<file path="src/rtl/hckt_pkg.sv">
package hckt_pkg;

	localparam int NAME_MAX_LEN = 256;
	localparam int VALUE_MAX_LEN = 4096;
	localparam int HEADER_MAX_BYTES = 16 * 1024;
	localparam int NAME_LEN_W = 9;
	localparam int VALUE_LEN_W = 13;
	localparam int HDR_CNT_W = 15;
	localparam int NUM_KW = 9;
	localparam int KW_CHARS = 8;
	localparam int QUEUE_DEPTH = 4;
	localparam int QUEUE_PTR_W = 2;

	typedef enum logic [1:0] {
		PH_NAME  = 2'd0,
		PH_VALUE = 2'd1,
		PH_SKIP  = 2'd2,
		PH_ERROR = 2'd3
	} phase_t;

	typedef enum logic [1:0] {
		QK_NONE   = 2'd0,
		QK_SINGLE = 2'd1,
		QK_DOUBLE = 2'd2
	} quote_t;

	typedef enum logic [2:0] {
		KIND_NAME  = 3'd0,
		KIND_VALUE = 3'd1,
		KIND_PAIR  = 3'd2,
		KIND_ERROR = 3'd3,
		KIND_DONE  = 3'd4
	} kind_t;

	typedef struct packed {
		logic [1:0] count;
		kind_t [2:0] kind;
		logic [7:0] data;
		logic kept;
	} job_t;

	typedef struct packed {
		logic [2:0] kind;
		logic [7:0] data;
		logic kept;
		logic last;
	} token_t;

	localparam logic [7:0] KW_TEXT [NUM_KW][KW_CHARS] = '{
		'{"c","o","m","m","e","n","t",8'h00},
		'{"d","o","m","a","i","n",8'h00,8'h00},
		'{"m","a","x","-","a","g","e",8'h00},
		'{"p","a","t","h",8'h00,8'h00,8'h00,8'h00},
		'{"s","e","c","u","r","e",8'h00,8'h00},
		'{"v","e","r","s","i","o","n",8'h00},
		'{"e","x","p","i","r","e","s",8'h00},
		'{"h","t","t","p","o","n","l","y"},
		'{"s","a","m","e","s","i","t","e"}
	};
	localparam int KW_LEN [NUM_KW] = '{7, 6, 7, 4, 6, 7, 7, 8, 8};

endpackage

</file>
<file path="src/rtl/hckt_front.sv">
module hckt_front (
	input  logic             clk,
	input  logic             arst_n,
	input  logic             set_cookie_mode,
	input  logic             in_valid,
	output logic             in_ready,
	input  logic [7:0]       in_byte,
	input  logic             in_last,
	output logic             job_valid,
	input  logic             job_ready,
	output hckt_pkg::job_t   job
);

	hckt_pkg::phase_t phase_q;
	hckt_pkg::quote_t quote_q;
	logic [hckt_pkg::NAME_LEN_W-1:0] name_len_q;
	logic [hckt_pkg::VALUE_LEN_W-1:0] value_len_q;
	logic [hckt_pkg::NUM_KW-1:0] kw_q;
	logic dollar_q;
	logic [hckt_pkg::HDR_CNT_W-1:0] hdr_cnt_q;

	logic [7:0] c, lc;
	logic sep, blank, ctl, fire;
	logic [hckt_pkg::NUM_KW-1:0] kw_next, kw_hit;
	logic [hckt_pkg::NUM_KW-1:0] kw_after;
	logic [hckt_pkg::NAME_LEN_W-1:0] nl_after;
	logic keep_now, keep_next;
	hckt_pkg::job_t j;
	logic clr_pair;
	hckt_pkg::phase_t ph_n;
	hckt_pkg::quote_t qk_n;
	logic nm_take, val_take;

	assign in_ready = job_ready;
	assign job_valid = in_valid;
	assign fire = in_valid && in_ready;
	assign c = in_byte;
	assign lc = (c >= 8'h41 && c <= 8'h5A) ? c + 8'd32 : c;
	assign sep = (c == 8'h3B) || (c == 8'h2C);
	assign blank = (c == 8'h20) || (c == 8'h09);
	assign ctl = (c < 8'h20) || (c == 8'h7F);

	always_comb begin
		for (int k = 0; k < hckt_pkg::NUM_KW; k++) begin
			kw_hit[k] = kw_q[k] &&
				(name_len_q == hckt_pkg::NAME_LEN_W'(hckt_pkg::KW_LEN[k]));
			kw_next[k] = kw_q[k] &&
				(name_len_q < hckt_pkg::NAME_LEN_W'(hckt_pkg::KW_LEN[k])) &&
				(lc == hckt_pkg::KW_TEXT[k][name_len_q[2:0]]);
		end
	end

	always_comb begin
		nl_after = name_len_q + hckt_pkg::NAME_LEN_W'(1);
		for (int k = 0; k < hckt_pkg::NUM_KW; k++)
			kw_after[k] = kw_next[k] && (nl_after == hckt_pkg::NAME_LEN_W'(hckt_pkg::KW_LEN[k]));
	end

	assign keep_now = (name_len_q != '0) && !dollar_q && !(set_cookie_mode && |kw_hit);

	always_comb begin
		j = '0;
		ph_n = phase_q;
		qk_n = quote_q;
		clr_pair = 1'b0;
		nm_take = 1'b0;
		val_take = 1'b0;
		keep_next = keep_now;
		if (phase_q != hckt_pkg::PH_ERROR) begin
			if (hdr_cnt_q >= hckt_pkg::HDR_CNT_W'(hckt_pkg::HEADER_MAX_BYTES)) begin
				j.kind[0] = hckt_pkg::KIND_ERROR; j.count = 2'd1;
				ph_n = hckt_pkg::PH_ERROR;
			end else begin
				unique case (phase_q)
					hckt_pkg::PH_NAME: begin
						if (c == 8'h3D) begin
							ph_n = hckt_pkg::PH_VALUE;
							qk_n = hckt_pkg::QK_NONE;
						end else if (sep) begin
							if (name_len_q != '0) begin
								j.kind[0] = hckt_pkg::KIND_PAIR; j.kept = keep_now;
								j.count = 2'd1; clr_pair = 1'b1;
							end
						end else if (!blank) begin
							if (ctl || name_len_q >= hckt_pkg::NAME_LEN_W'(hckt_pkg::NAME_MAX_LEN)) begin
								j.kind[0] = hckt_pkg::KIND_ERROR; j.count = 2'd1;
								ph_n = hckt_pkg::PH_ERROR;
							end else begin
								nm_take = 1'b1;
								j.kind[0] = hckt_pkg::KIND_NAME; j.data = c; j.count = 2'd1;
							end
						end
					end
					hckt_pkg::PH_VALUE: begin
						if (quote_q == hckt_pkg::QK_NONE) begin
							if (sep) begin
								j.kind[0] = hckt_pkg::KIND_PAIR; j.kept = keep_now;
								j.count = 2'd1; clr_pair = 1'b1; ph_n = hckt_pkg::PH_NAME;
							end else if ((c == 8'h27 || c == 8'h22) && value_len_q == '0) begin
								qk_n = (c == 8'h22) ? hckt_pkg::QK_DOUBLE : hckt_pkg::QK_SINGLE;
							end else if (!blank || value_len_q != '0) begin
								if (ctl || value_len_q >= hckt_pkg::VALUE_LEN_W'(hckt_pkg::VALUE_MAX_LEN)) begin
									j.kind[0] = hckt_pkg::KIND_ERROR; j.count = 2'd1;
									ph_n = hckt_pkg::PH_ERROR;
								end else begin
									val_take = 1'b1;
									j.kind[0] = hckt_pkg::KIND_VALUE; j.data = c; j.count = 2'd1;
								end
							end
						end else begin
							if (c == ((quote_q == hckt_pkg::QK_DOUBLE) ? 8'h22 : 8'h27)) begin
								j.kind[0] = hckt_pkg::KIND_PAIR; j.kept = keep_now;
								j.count = 2'd1; clr_pair = 1'b1; ph_n = hckt_pkg::PH_SKIP;
							end else if (value_len_q >= hckt_pkg::VALUE_LEN_W'(hckt_pkg::VALUE_MAX_LEN)) begin
								j.kind[0] = hckt_pkg::KIND_ERROR; j.count = 2'd1;
								ph_n = hckt_pkg::PH_ERROR;
							end else begin
								val_take = 1'b1;
								j.kind[0] = hckt_pkg::KIND_VALUE; j.data = c; j.count = 2'd1;
							end
						end
					end
					default: begin
						if (sep) ph_n = hckt_pkg::PH_NAME;
					end
				endcase
			end
		end
		if (in_last) begin
			if (nm_take)
				keep_next = !(dollar_q || (name_len_q == '0 && c == 8'h24)) &&
					!(set_cookie_mode && |kw_after);
			if (!clr_pair && (ph_n == hckt_pkg::PH_VALUE ||
				(ph_n == hckt_pkg::PH_NAME && (name_len_q != '0 || nm_take)))) begin
				j.kind[j.count] = hckt_pkg::KIND_PAIR;
				j.kept = keep_next;
				j.count = j.count + 2'd1;
			end
			j.kind[j.count] = hckt_pkg::KIND_DONE;
			j.count = j.count + 2'd1;
		end
	end

	assign job = j;

	always_ff @(posedge clk or negedge arst_n) begin
		if (!arst_n) begin
			phase_q <= hckt_pkg::PH_NAME;
			quote_q <= hckt_pkg::QK_NONE;
			name_len_q <= '0;
			value_len_q <= '0;
			kw_q <= '1;
			dollar_q <= 1'b0;
			hdr_cnt_q <= '0;
		end else if (fire) begin
			if (in_last) begin
				phase_q <= hckt_pkg::PH_NAME;
				quote_q <= hckt_pkg::QK_NONE;
				name_len_q <= '0;
				value_len_q <= '0;
				kw_q <= '1;
				dollar_q <= 1'b0;
				hdr_cnt_q <= '0;
			end else begin
				phase_q <= ph_n;
				if (phase_q != hckt_pkg::PH_ERROR && ph_n != hckt_pkg::PH_ERROR)
					hdr_cnt_q <= hdr_cnt_q + hckt_pkg::HDR_CNT_W'(1);
				if (clr_pair) begin
					quote_q <= hckt_pkg::QK_NONE;
					name_len_q <= '0;
					value_len_q <= '0;
					kw_q <= '1;
					dollar_q <= 1'b0;
				end else begin
					quote_q <= qk_n;
					if (phase_q == hckt_pkg::PH_NAME && c == 8'h3D)
						value_len_q <= '0;
					if (nm_take) begin
						kw_q <= kw_next;
						name_len_q <= nl_after;
						if (name_len_q == '0 && c == 8'h24) dollar_q <= 1'b1;
					end
					if (val_take) value_len_q <= value_len_q + hckt_pkg::VALUE_LEN_W'(1);
				end
			end
		end
	end

endmodule

</file>
<file path="src/rtl/hckt_queue.sv">
module hckt_queue (
	input  logic             clk,
	input  logic             arst_n,
	input  logic             wr_valid,
	output logic             wr_ready,
	input  hckt_pkg::job_t   wr_job,
	output logic             rd_valid,
	input  logic             rd_ready,
	output hckt_pkg::job_t   rd_job
);

	hckt_pkg::job_t mem_q [hckt_pkg::QUEUE_DEPTH];
	logic [hckt_pkg::QUEUE_PTR_W-1:0] wp_q, rp_q;
	logic [hckt_pkg::QUEUE_PTR_W:0] cnt_q;
	logic wr, rd;

	assign wr_ready = cnt_q != (hckt_pkg::QUEUE_PTR_W+1)'(hckt_pkg::QUEUE_DEPTH);
	assign rd_valid = cnt_q != '0;
	assign rd_job = mem_q[rp_q];
	assign wr = wr_valid && wr_ready && (wr_job.count != 2'd0);
	assign rd = rd_valid && rd_ready;

	always_ff @(posedge clk) begin
		if (wr) mem_q[wp_q] <= wr_job;
	end

	always_ff @(posedge clk or negedge arst_n) begin
		if (!arst_n) begin
			wp_q <= '0;
			rp_q <= '0;
			cnt_q <= '0;
		end else begin
			if (wr) wp_q <= wp_q + hckt_pkg::QUEUE_PTR_W'(1);
			if (rd) rp_q <= rp_q + hckt_pkg::QUEUE_PTR_W'(1);
			cnt_q <= cnt_q + {{hckt_pkg::QUEUE_PTR_W{1'b0}}, wr} -
				{{hckt_pkg::QUEUE_PTR_W{1'b0}}, rd};
		end
	end

endmodule

</file>
<file path="src/rtl/hckt_back.sv">
module hckt_back (
	input  logic             clk,
	input  logic             arst_n,
	input  logic             job_valid,
	output logic             job_ready,
	input  hckt_pkg::job_t   job,
	output logic             tok_valid,
	input  logic             tok_ready,
	output hckt_pkg::token_t tok
);

	logic [1:0] idx_q;
	logic is_last, adv;
	hckt_pkg::kind_t k;

	assign k = job.kind[idx_q];
	assign is_last = (idx_q + 2'd1) == job.count;
	assign tok_valid = job_valid;
	assign adv = tok_valid && tok_ready;
	assign job_ready = adv && is_last;

	always_comb begin
		tok.kind = k;
		tok.data = (k == hckt_pkg::KIND_NAME || k == hckt_pkg::KIND_VALUE) ? job.data : 8'h00;
		tok.kept = (k == hckt_pkg::KIND_PAIR) ? job.kept : 1'b0;
		tok.last = is_last;
	end

	always_ff @(posedge clk or negedge arst_n) begin
		if (!arst_n) idx_q <= '0;
		else if (adv) idx_q <= is_last ? 2'd0 : idx_q + 2'd1;
	end

endmodule

</file>
<file path="src/rtl/http_cookie_header_tokenizer.sv">
// channel | dir | tdata                            | tuser            | tlast
// s_axis  | in  | [7:0] header_byte                | -                | end_of_header
// m_axis  | out | [7:0] token_byte, [8] pair_kept  | [2:0] token_kind | last_of_run
// cfg     | in  | set_cookie_mode via cfg_we/cfg_wdata
// One byte enters per cycle while the job queue has room; its job, if any, is
// written into the queue and its first token leaves from there. A byte yields up
// to three tokens, sent one at a time and absorbed by a four-entry job queue.
// Reset clears the parser state and the queue; the mode register resets to 0.
// Input stalls only when the job queue is full.
module http_cookie_header_tokenizer (
	input  logic        clk,
	input  logic        arst_n,
	input  logic        cfg_we,
	input  logic        cfg_wdata,
	input  logic        s_axis_tvalid,
	output logic        s_axis_tready,
	input  logic [7:0]  s_axis_tdata,   // header_byte
	input  logic        s_axis_tlast,
	output logic        m_axis_tvalid,
	input  logic        m_axis_tready,
	output logic [15:0] m_axis_tdata,   // token_byte, pair_kept
	output logic [2:0]  m_axis_tuser,   // token_kind
	output logic        m_axis_tlast
);

	logic mode_q;
	logic jv, jr, qv, qr;
	hckt_pkg::job_t jf, jq;
	hckt_pkg::token_t t;

	always_ff @(posedge clk or negedge arst_n) begin
		if (!arst_n) mode_q <= 1'b0;
		else if (cfg_we) mode_q <= cfg_wdata;
	end

	hckt_front u_front (.clk, .arst_n, .set_cookie_mode(mode_q),
		.in_valid(s_axis_tvalid), .in_ready(s_axis_tready), .in_byte(s_axis_tdata),
		.in_last(s_axis_tlast), .job_valid(jv), .job_ready(jr), .job(jf));
	hckt_queue u_queue (.clk, .arst_n, .wr_valid(jv), .wr_ready(jr), .wr_job(jf),
		.rd_valid(qv), .rd_ready(qr), .rd_job(jq));
	hckt_back u_back (.clk, .arst_n, .job_valid(qv), .job_ready(qr), .job(jq),
		.tok_valid(m_axis_tvalid), .tok_ready(m_axis_tready), .tok(t));

	assign m_axis_tdata = {7'b0, t.kept, t.data};
	assign m_axis_tuser = t.kind;
	assign m_axis_tlast = t.last;

	a_kept: assert property (@(posedge clk) disable iff (!arst_n)
		m_axis_tvalid && m_axis_tuser != hckt_pkg::KIND_PAIR |-> !m_axis_tdata[8])
		else $error("kept");
	a_done_last: assert property (@(posedge clk) disable iff (!arst_n)
		m_axis_tvalid && m_axis_tuser == hckt_pkg::KIND_DONE |-> m_axis_tlast)
		else $error("done");
	a_hold: assert property (@(posedge clk) disable iff (!arst_n)
		m_axis_tvalid && !m_axis_tready |=> m_axis_tvalid) else $error("hold");

endmodule
</file>
<file path="config.mk">
export PLATFORM = sky130hd
export DESIGN_NAME = http_cookie_header_tokenizer
export DESIGN_NICKNAME = d
export VERILOG_FILES = /design/src/rtl/hckt_pkg.sv /design/src/rtl/hckt_front.sv /design/src/rtl/hckt_queue.sv /design/src/rtl/hckt_back.sv /design/src/rtl/http_cookie_header_tokenizer.sv
export SDC_FILE = /design/constraint.sdc
export NUM_CORES = 1
export LEC_CHECK = 0
export BUFFER_PORTS_ARGS = -buffer_cell sky130_fd_sc_hd__buf_2
export CORE_ASPECT_RATIO = 1.75
export CORE_MARGIN = 1.5
export CORE_UTILIZATION = 50
export CTS_BUF_LIST = sky130_fd_sc_hd__clkbuf_16
export DETAILED_ROUTE_END_ITERATION = 10
export PLACE_DENSITY = 0.7
export REMOVE_ABC_BUFFERS = 1
export SYNTH_ARGS = -nofsm -noshare
export SYNTH_HDL_FRONTEND = slang
export SYNTH_SLANG_ARGS = --single-unit
</file>
<file path="constraint.sdc">
create_clock -name clk -period 2.9 [get_ports clk]
set_input_delay 0.29 -clock clk [delete_from_list [all_inputs] [get_ports clk]]
set_output_delay 0.29 -clock clk [all_outputs]
set_load 0.03 [all_outputs]
</file>
==> reports/metrics.cfg, run 1 <==
[flow_run]
max_cap_viol_count = 0

[final_layout]
finalNetCount = 936
post-route-util_pct = 61.7
drive_gt1_share_pct = 26.5
antenna_cells_inserted = 0
area_delta_synth_final_pct = 21.9
num-fill-cells = 1294
final_cell_mix = 107 x sky130_fd_sc_hd__buf_4, 64 x sky130_fd_sc_hd__edfxtp_1, 56 x sky130_fd_sc_hd__nand2_1, 50 x sky130_fd_sc_hd__dfrtp_1, 48 x sky130_fd_sc_hd__nor2_1
layout.cells.most_common = sky130_fd_sc_hd__buf_4
layout.cell_area.non_filler_um2 = 9760

[synth]
synth.top_cells.by_area = sky130_fd_sc_hd__edfxtp_1 24%, sky130_fd_sc_hd__dfrtp_1 16%, sky130_fd_sc_hd__mux4_2 4.5%
syn_area_um2 = 8000
netlist_instances = 790
syn_area_per_cell_um2 = 10.1
synth_top_flop_cell = sky130_fd_sc_hd__edfxtp_1
biggest_area_consumer_among_synthesized_cells = sky130_fd_sc_hd__edfxtp_1
post-synth-top-area-fraction_pct = 24.0
synth_seq_area_share_pct = 43.2
synth_top_family_by_area = simple AND/OR/NAND/NOR gates
synth-compound-area-share_pct = 16.4
synth.area.mux_share_pct = 6.16
synthAdderAreaFrac_pct = 4.00
synthArstFlopShare_pct = 48.8
synth_simple_gate_area_share_pct = 21.0
synth-warning-count = 0
synth_edf_count = 64
post_synth_num_cell_types = 88
postSynthRegisterBits = 125
synth_xor_xnor_area_share_pct = 4.16

[floorplanning]
core-area_um2 = 15800
io_pins = 37
design.die.area_um2 = 16800
floorplan.rows = 61
floorplan.initialDensity_pct = 50.6
fp.dieW_um = 98.6
die_height_um = 170

[run_status]
run_status = finished with violations
failing_checks = DRC, hold timing

[detailed_routing]
detailroute.via_count = 6738
wl_um = 21800
drt_drc_violations_left = 2
antenna_violating_nets_post_route = 0
detail_route.iter0.violations = 434
via_per_inst = 6.14
drt_pre_antenna_iters = 10
drt-wirelength-per-cell_um = 19.9

[global_routing]
largest_net_degree_at_the_start_of_global_routing = 36
grt_busiest_layer = met2
grt_antenna_before_repair = 0
gr-total-overflow = 0
grt_util_met2_pct = 49.4
track_usage_pct = 26.8
grt.met1_usage_pct = 29.0
grtUsageMet3_pct = 4.11
number_of_global_route_vias_before_repair = 6836
first_pass_grt_wire_length_um = 34900

[timing]
max_slew.worst_pin.slew_ns = 0.885
timing.clock.skew_ns = 0.00961
rsz0062_at_grt = false
final_min_period_over_clock_period_pct = 95.7
report.final.slew_viol_count = 0
final_hold_slack_ns = -0.00396
layout_min_cycle_time_ns = 2.77
setup_total_negative_slack_ns = 0
finalHoldViolations = 2
maxClockFrequency_ghz = 0.360
setup_viol = 0
slew-limit-headroom_pct = 41.0

[place]
detailed_place_hpwl_um = 16500
port-buffer-count = 29
dpl-instance-area_um2 = 8950
place_congestion = 0.939

[critical_path]
end_kind = register
crit_path_top_delay_cell = sky130_fd_sc_hd__dfrtp_1
rr_worst_depth = 13
critical_path_peak_fanout = 5
required_ns = 3.15
worst_ep_arrival_time_ns = 3.02
crit_path_cell_trace = inv_2, ha_4, nand2b_1, nor4_4, buf_4, o21ba_2, nor3_1, a31oi_1, and2_4, inv_1, ha_1, and2_1, nor2b_2
cp-start-kind = register
max_stage_delay_ns = 0.43
setup_crit_path_kind = register to register

[pwr]
totalPowerFinal_w = 0.00912
static_leakage_nw = 4.05
cellPowerDensity_nw_per_um2 = 935
ir_drop_mv = 0.760

[cts]
tritoncts_num_sinks = 125
clk_pin_slew_ns = 0.06
cts-root-to-sink-buffers = 2
cts_buf_count = 17
cts_max_level = 4
clock_tree_from_tritoncts = yes
clock_latency_ns = 0.42
cts.root.buffer_cell = sky130_fd_sc_hd__clkbuf_16

[min_path]
hp-class = primary input to asynchronous set/reset pin

-- worst paths after layout --
kind | start | endpoint | slack [ns]
setup / recovery | u_front.name_len_q[0] | u_queue.mem_q[0][9] | 0.13
hold / removal | arst_n | u_front.phase_q[1] | -0.004
hold reg to reg | u_front.kw_q[4] | u_front.kw_q[4] | 0.53
setup reg to reg | u_front.name_len_q[0] | u_queue.mem_q[0][9] | 0.13
max in group asynchronous | arst_n | u_front.kw_q[6] | 2.11
min in group clk | cfg_wdata | mode_q | 0.10
-- area by class of cell --
| class | instances | area [um2] | share of cell area, % |
|---|---|---|---|
| repair buffers | 140 | 1040 | 10.7 |
| inverters | 25 | 93.8 | 0.962 |
| clock buffers | 17 | 425 | 4.36 |
| clock inverters | 15 | 193 | 1.98 |
| well taps | 189 | 236 | 2.42 |
| multi-input cells | 587 | 4300 | 44.1 |
| flip-flops and latches | 125 | 3460 | 35.5 |
-- metal layers --
layer  wire [um]  share of wire [%]
met3         691                3.2
met2       11700                 54
met4        1090                5.0
met1        8340                 38
met5           0                  0
-- worst max-delay path, delay by kind of cell, from the launching register on --
| kind | cells | cell delay (ns) |
|---|---|---|
| AO/OA/AOI/OAI | 2 | 0.40 |
| adder cells (fa/ha/maj) | 2 | 0.35 |
| buffers and inverters | 3 | 0.35 |
| flip-flops | 1 | 0.43 |
| AND/OR/NAND/NOR | 6 | 1.07 |
-- registers in the layout, indices dropped and copies added (netlist names) --
signal               flops
u_queue.mem_q           64
u_front.hdr_cnt_q       15
u_front.value_len_q     13
u_front.kw_q             9
u_front.name_len_q       9
u_queue.cnt_q            3
u_back.idx_q             2
u_front.phase_q          2
u_front.quote_q          2
u_queue.rp_q             2
u_queue.wp_q             2
mode_q                   1
u_front.dollar_q         1
-- synthesized netlist by cell type, types with 5 or more instances --
master / instances
sky130_fd_sc_hd__a2111oi_0: 5
sky130_fd_sc_hd__a21oi_1: 25
sky130_fd_sc_hd__a22o_1: 8
sky130_fd_sc_hd__a31oi_1: 13
sky130_fd_sc_hd__and2_1: 26
sky130_fd_sc_hd__and3_1: 19
sky130_fd_sc_hd__buf_1: 5
sky130_fd_sc_hd__buf_2: 7
sky130_fd_sc_hd__buf_4: 9
sky130_fd_sc_hd__buf_6: 5
sky130_fd_sc_hd__clkbuf_1: 32
sky130_fd_sc_hd__dfrtp_1: 52
sky130_fd_sc_hd__dfstp_2: 9
sky130_fd_sc_hd__edfxtp_1: 64
sky130_fd_sc_hd__ha_1: 24
sky130_fd_sc_hd__inv_1: 23
sky130_fd_sc_hd__mux2i_1: 11
sky130_fd_sc_hd__mux4_2: 16
sky130_fd_sc_hd__nand2_1: 56
sky130_fd_sc_hd__nand2b_1: 10
sky130_fd_sc_hd__nand3_1: 27
sky130_fd_sc_hd__nand4_1: 17
sky130_fd_sc_hd__nor2_1: 49
sky130_fd_sc_hd__nor2b_1: 25
sky130_fd_sc_hd__nor3_1: 19
sky130_fd_sc_hd__nor3b_1: 6
sky130_fd_sc_hd__nor4_1: 7
sky130_fd_sc_hd__o211ai_1: 9
sky130_fd_sc_hd__o21ai_0: 36
sky130_fd_sc_hd__o21ai_1: 11
sky130_fd_sc_hd__o31ai_1: 12
sky130_fd_sc_hd__or2_2: 5
sky130_fd_sc_hd__or3_1: 6
sky130_fd_sc_hd__xnor2_1: 24
sky130_fd_sc_hd__xor2_1: 14
-- repair_timing --
action,4_1_cts,5_1_grt
pin swaps,1,7
resized for setup,14,26
hold buffers,0,0
setup endpoints to repair,21,23
setup buffers,0,5
-- stage by stage --
stage / std cells / setup slack [ns] / hold slack (ns)
2_1_floorplan: 737 / -1.06 / -0.00559
3_3_place_gp: 1061 / -0.104 / 0.445
3_5_place_dp: 1061 / -0.118 / 0.451
4_1_cts: 1093 / 0.0122 / 0.0152
5_1_grt: 1098 / 0.00317 / 0.0446
6_report: 1098 / 0.126 / -0.00396
-- cells by family after synthesis --
| kind of cell | count (synthesis) |
|---|---|
| simple gates | 303 |
| compound gates | 185 |
| flops | 125 |
| buf+inv | 84 |
| xor+xnor | 38 |
| mux | 29 |
| fa+ha+maj | 25 |
| other cells | 1 |
-- power breakdown --
group	total (W)	internal [W]	switching [W]
combinational	0.00420	0.00182	0.00238
clock	0.00223	0.00144	0.000790
sequential	0.00269	0.00244	0.000258
Power figures use the tool's default switching activity.
==> run 2: changes to the inputs <==
--- a/config.mk
+++ b/config.mk
@@ -8,11 +8,12 @@
 export BUFFER_PORTS_ARGS = -buffer_cell sky130_fd_sc_hd__buf_2
 export CORE_ASPECT_RATIO = 1.75
 export CORE_MARGIN = 1.5
-export CORE_UTILIZATION = 50
+export CORE_UTILIZATION = 56
 export CTS_BUF_LIST = sky130_fd_sc_hd__clkbuf_16
 export DETAILED_ROUTE_END_ITERATION = 10
-export PLACE_DENSITY = 0.7
+export PLACE_DENSITY = 0.77
 export REMOVE_ABC_BUFFERS = 1
+export SETUP_SLACK_MARGIN = 0.1
 export SYNTH_ARGS = -nofsm -noshare
 export SYNTH_HDL_FRONTEND = slang
 export SYNTH_SLANG_ARGS = --single-unit
==> run 2 against run 1 <==
The run now ends clean; sequential share of layout area shrank 0.97 points; clock-buffer cell count grew 3; final cell count is essentially flat; sequential cell count is the same; critical path depth shrank 4; core utilization grew 10 points; setup slack gained 0.053 ns; sequential power grew 1%; non-clock buffer count grew 11; global-route usage grew 6.4 points.
==> reports/metrics.cfg, run 2 (same netlist as run 1, synthesis figures left out) <==
[floorplanning]
die_height_um = 161  ; -5.4%
design.die.area_um2 = 15000  ; -10%
core-area_um2 = 13900  ; -12%
io_pins = 37  ; unchanged
floorplan.rows = 57  ; -6.6%
floorplan.initialDensity_pct = 57.5  ; +6.9 points
fp.dieW_um = 93.4  ; -5.3%

[critical_path]
r2r-end = u_front.value_len_q[3]
rrSetupSlack_ns = 0.18  ; +0.05 ns
worst_ep_arrival_time_ns = 3.02  ; about the same
end_kind = register
cp-start-kind = register
rr_worst_depth = 9  ; -4
regToRegStartpoint = u_front.name_len_q[8]
required_ns = 3.20  ; +0.05 ns
critical_path_peak_fanout = 9  ; +4
setup_crit_path_kind = register to register

[final_layout]
reg.largest.list = u_queue.mem_q (64), u_front.hdr_cnt_q (15), u_front.value_len_q (13)
top_register = u_queue.mem_q
layout.cells.most_common = sky130_fd_sc_hd__buf_4
post-route-util_pct = 72.1  ; +10 points
area_delta_synth_final_pct = 25.3
drive_gt1_share_pct = 29.6  ; +3.1 points
num-fill-cells = 986  ; -24%
antenna_cells_inserted = 0  ; unchanged
largest_register_ffs = 64  ; unchanged
final_cell_mix = 113 x sky130_fd_sc_hd__buf_4, 64 x sky130_fd_sc_hd__edfxtp_1, 56 x sky130_fd_sc_hd__nand2_1, 51 x sky130_fd_sc_hd__dfrtp_1, 46 x sky130_fd_sc_hd__nor2_1
finalNetCount = 947  ; +1.2%

[cts]
clk_pin_slew_ns = 0.06  ; about the same
cts_max_level = 4  ; unchanged
tritoncts_num_sinks = 125  ; unchanged
cts.root.buffer_cell = sky130_fd_sc_hd__clkbuf_16
cts_buf_count = 17  ; unchanged
clock_latency_ns = 0.41  ; about the same
clock_tree_from_tritoncts = yes
cts-root-to-sink-buffers = 2  ; unchanged

[detailed_routing]
drt_drc_violations_left = 0  ; -2
wl_um = 24500  ; +12%
detailroute.via_count = 7112  ; +5.6%
via_per_inst = 6.48  ; +5.6%
detail_route.iter0.violations = 486  ; +12%
drt_pre_antenna_iters = 5  ; -5
antenna_violating_nets_post_route = 0  ; unchanged
drt-wirelength-per-cell_um = 22.4  ; +13%

[global_routing]
grt_util_met2_pct = 61.3  ; +12 points
grt_antenna_before_repair = 0  ; unchanged
gr-total-overflow = 0  ; unchanged
first_pass_grt_wire_length_um = 37900  ; +8.4%
largest_net_degree_at_the_start_of_global_routing = 62  ; +72%
number_of_global_route_vias_before_repair = 7322  ; +7.1%
grt_busiest_layer = met2
track_usage_pct = 33.2  ; +6.4 points
grtUsageMet3_pct = 4.85  ; +0.74 points
grt.met1_usage_pct = 32.5  ; +3.5 points

[timing]
report.final.slew_viol_count = 0  ; unchanged
layout_min_cycle_time_ns = 2.72  ; -0.0534 ns
final_hold_slack_ns = 0.0536  ; +0.0575 ns
rsz0062_at_grt = true
maxClockFrequency_ghz = 0.368  ; +2.0%
finalHoldViolations = 0  ; -2
slew-limit-headroom_pct = 39.8  ; -1.2 points
final_min_period_over_clock_period_pct = 93.8  ; -1.8 points
setup_viol = 0  ; unchanged
timing.clock.skew_ns = 0.0114  ; +0.00183 ns
max_slew.worst_pin.slew_ns = 0.890  ; +0.00502 ns

[pwr]
ir_drop_mv = 0.648  ; -15%
cellPowerDensity_nw_per_um2 = 960  ; +2.7%
totalPowerFinal_w = 0.00963  ; +5.5%
static_leakage_nw = 4.16  ; +2.6%

[min_path]
hp-class = primary input to asynchronous set/reset pin

[place]
place_congestion = 1.02  ; +8.9%
port-buffer-count = 29  ; unchanged
detailed_place_hpwl_um = 17300  ; +5.2%

[run_status]
run_status = complete, no violations

[flow_run]
max_cap_viol_count = 0  ; unchanged

## run 2: cell types whose count changed in the layout (fill, tap and decap cells not counted), moves of 3 or more
cell and delta:
sky130_fd_sc_hd__clkbuf_16 +3, sky130_fd_sc_hd__buf_4 +6, sky130_fd_sc_hd__ha_4 +3, sky130_fd_sc_hd__ha_1 -3
## run 2: power by group
group          switching, W  internal [W]
clock              0.000817       0.00142
combinational       0.00261       0.00205
sequential         0.000295       0.00244
total               0.00372       0.00590
## run 2: final cells by class
type / instances / area, um2 / share of cell area (%)
tap: 177 / 221 / 2.21
multi-input combinational: 587 / 4460 / 44.5
timing repair buffer: 151 / 1160 / 11.6
sequential: 125 / 3460 / 34.5
inverter: 25 / 93.8 / 0.936
clock inverter: 12 / 129 / 1.29
clock buffer: 20 / 500 / 4.99
## run 2: worst max path at each step
| stage | cells after the start | from | slack (ns) | end |
|---|---|---|---|---|
| after floorplan | 11 | u_queue.rp_q[0] | -1.06 | u_queue.cnt_q[2] |
| after global placement | 12 | u_front.name_len_q[0] | -0.17 | u_queue.mem_q[0][0] |
| after detailed placement | 12 | u_front.name_len_q[0] | -0.22 | u_queue.mem_q[1][0] |
| after CTS | 8 | u_front.quote_q[1] | 0.10 | u_front.hdr_cnt_q[11] |
| after global routing | 12 | u_front.value_len_q[1] | 0.07 | u_queue.cnt_q[2] |
| final | 9 | u_front.name_len_q[8] | 0.18 | u_front.value_len_q[3] |
## run 2: critical path: stages, from the launching register on
cell and delay, ns:
sky130_fd_sc_hd__dfrtp_1 0.37, sky130_fd_sc_hd__or3_4 0.43, sky130_fd_sc_hd__nor4_4 0.34, sky130_fd_sc_hd__buf_4 0.19, sky130_fd_sc_hd__o21ba_4 0.15, sky130_fd_sc_hd__or3_1 0.15, sky130_fd_sc_hd__o2111a_1 0.25, sky130_fd_sc_hd__or2_1 0.30
sky130_fd_sc_hd__o21ai_1 0.17, sky130_fd_sc_hd__a22o_1 0.27
## run 2: layer usage
layer / vias to the layer above / part of all wire (%)
met2: 299 / 55
met4: 0 / 7.7
met3: 121 / 3.6
met5: - / 0
met1: 3515 / 34
li1: 3177 / -
## run 2: timing repair
action,CTS,global route
gates resized for setup,34,40
endpoints found under the setup margin,41,54
buffers inserted,2,11
pin swaps,3,16
hold buffers,0,0
## run 2: per-stage QoR
| stage | cells | setup WS [ns] | area, um2 | TNS, ns |
|---|---|---|---|---|
| after floorplan | 737 | -1.06 | 7720 | -4.95 |
| after global placement | 1052 | -0.167 | 8980 | -0.938 |
| after detailed placement | 1052 | -0.217 | 8980 | -1.83 |
| after CTS | 1086 | 0.102 | 9760 | 0 |
| after global routing | 1097 | 0.0732 | 10000 | 0 |
| final | 1097 | 0.179 | 10000 | 0 |
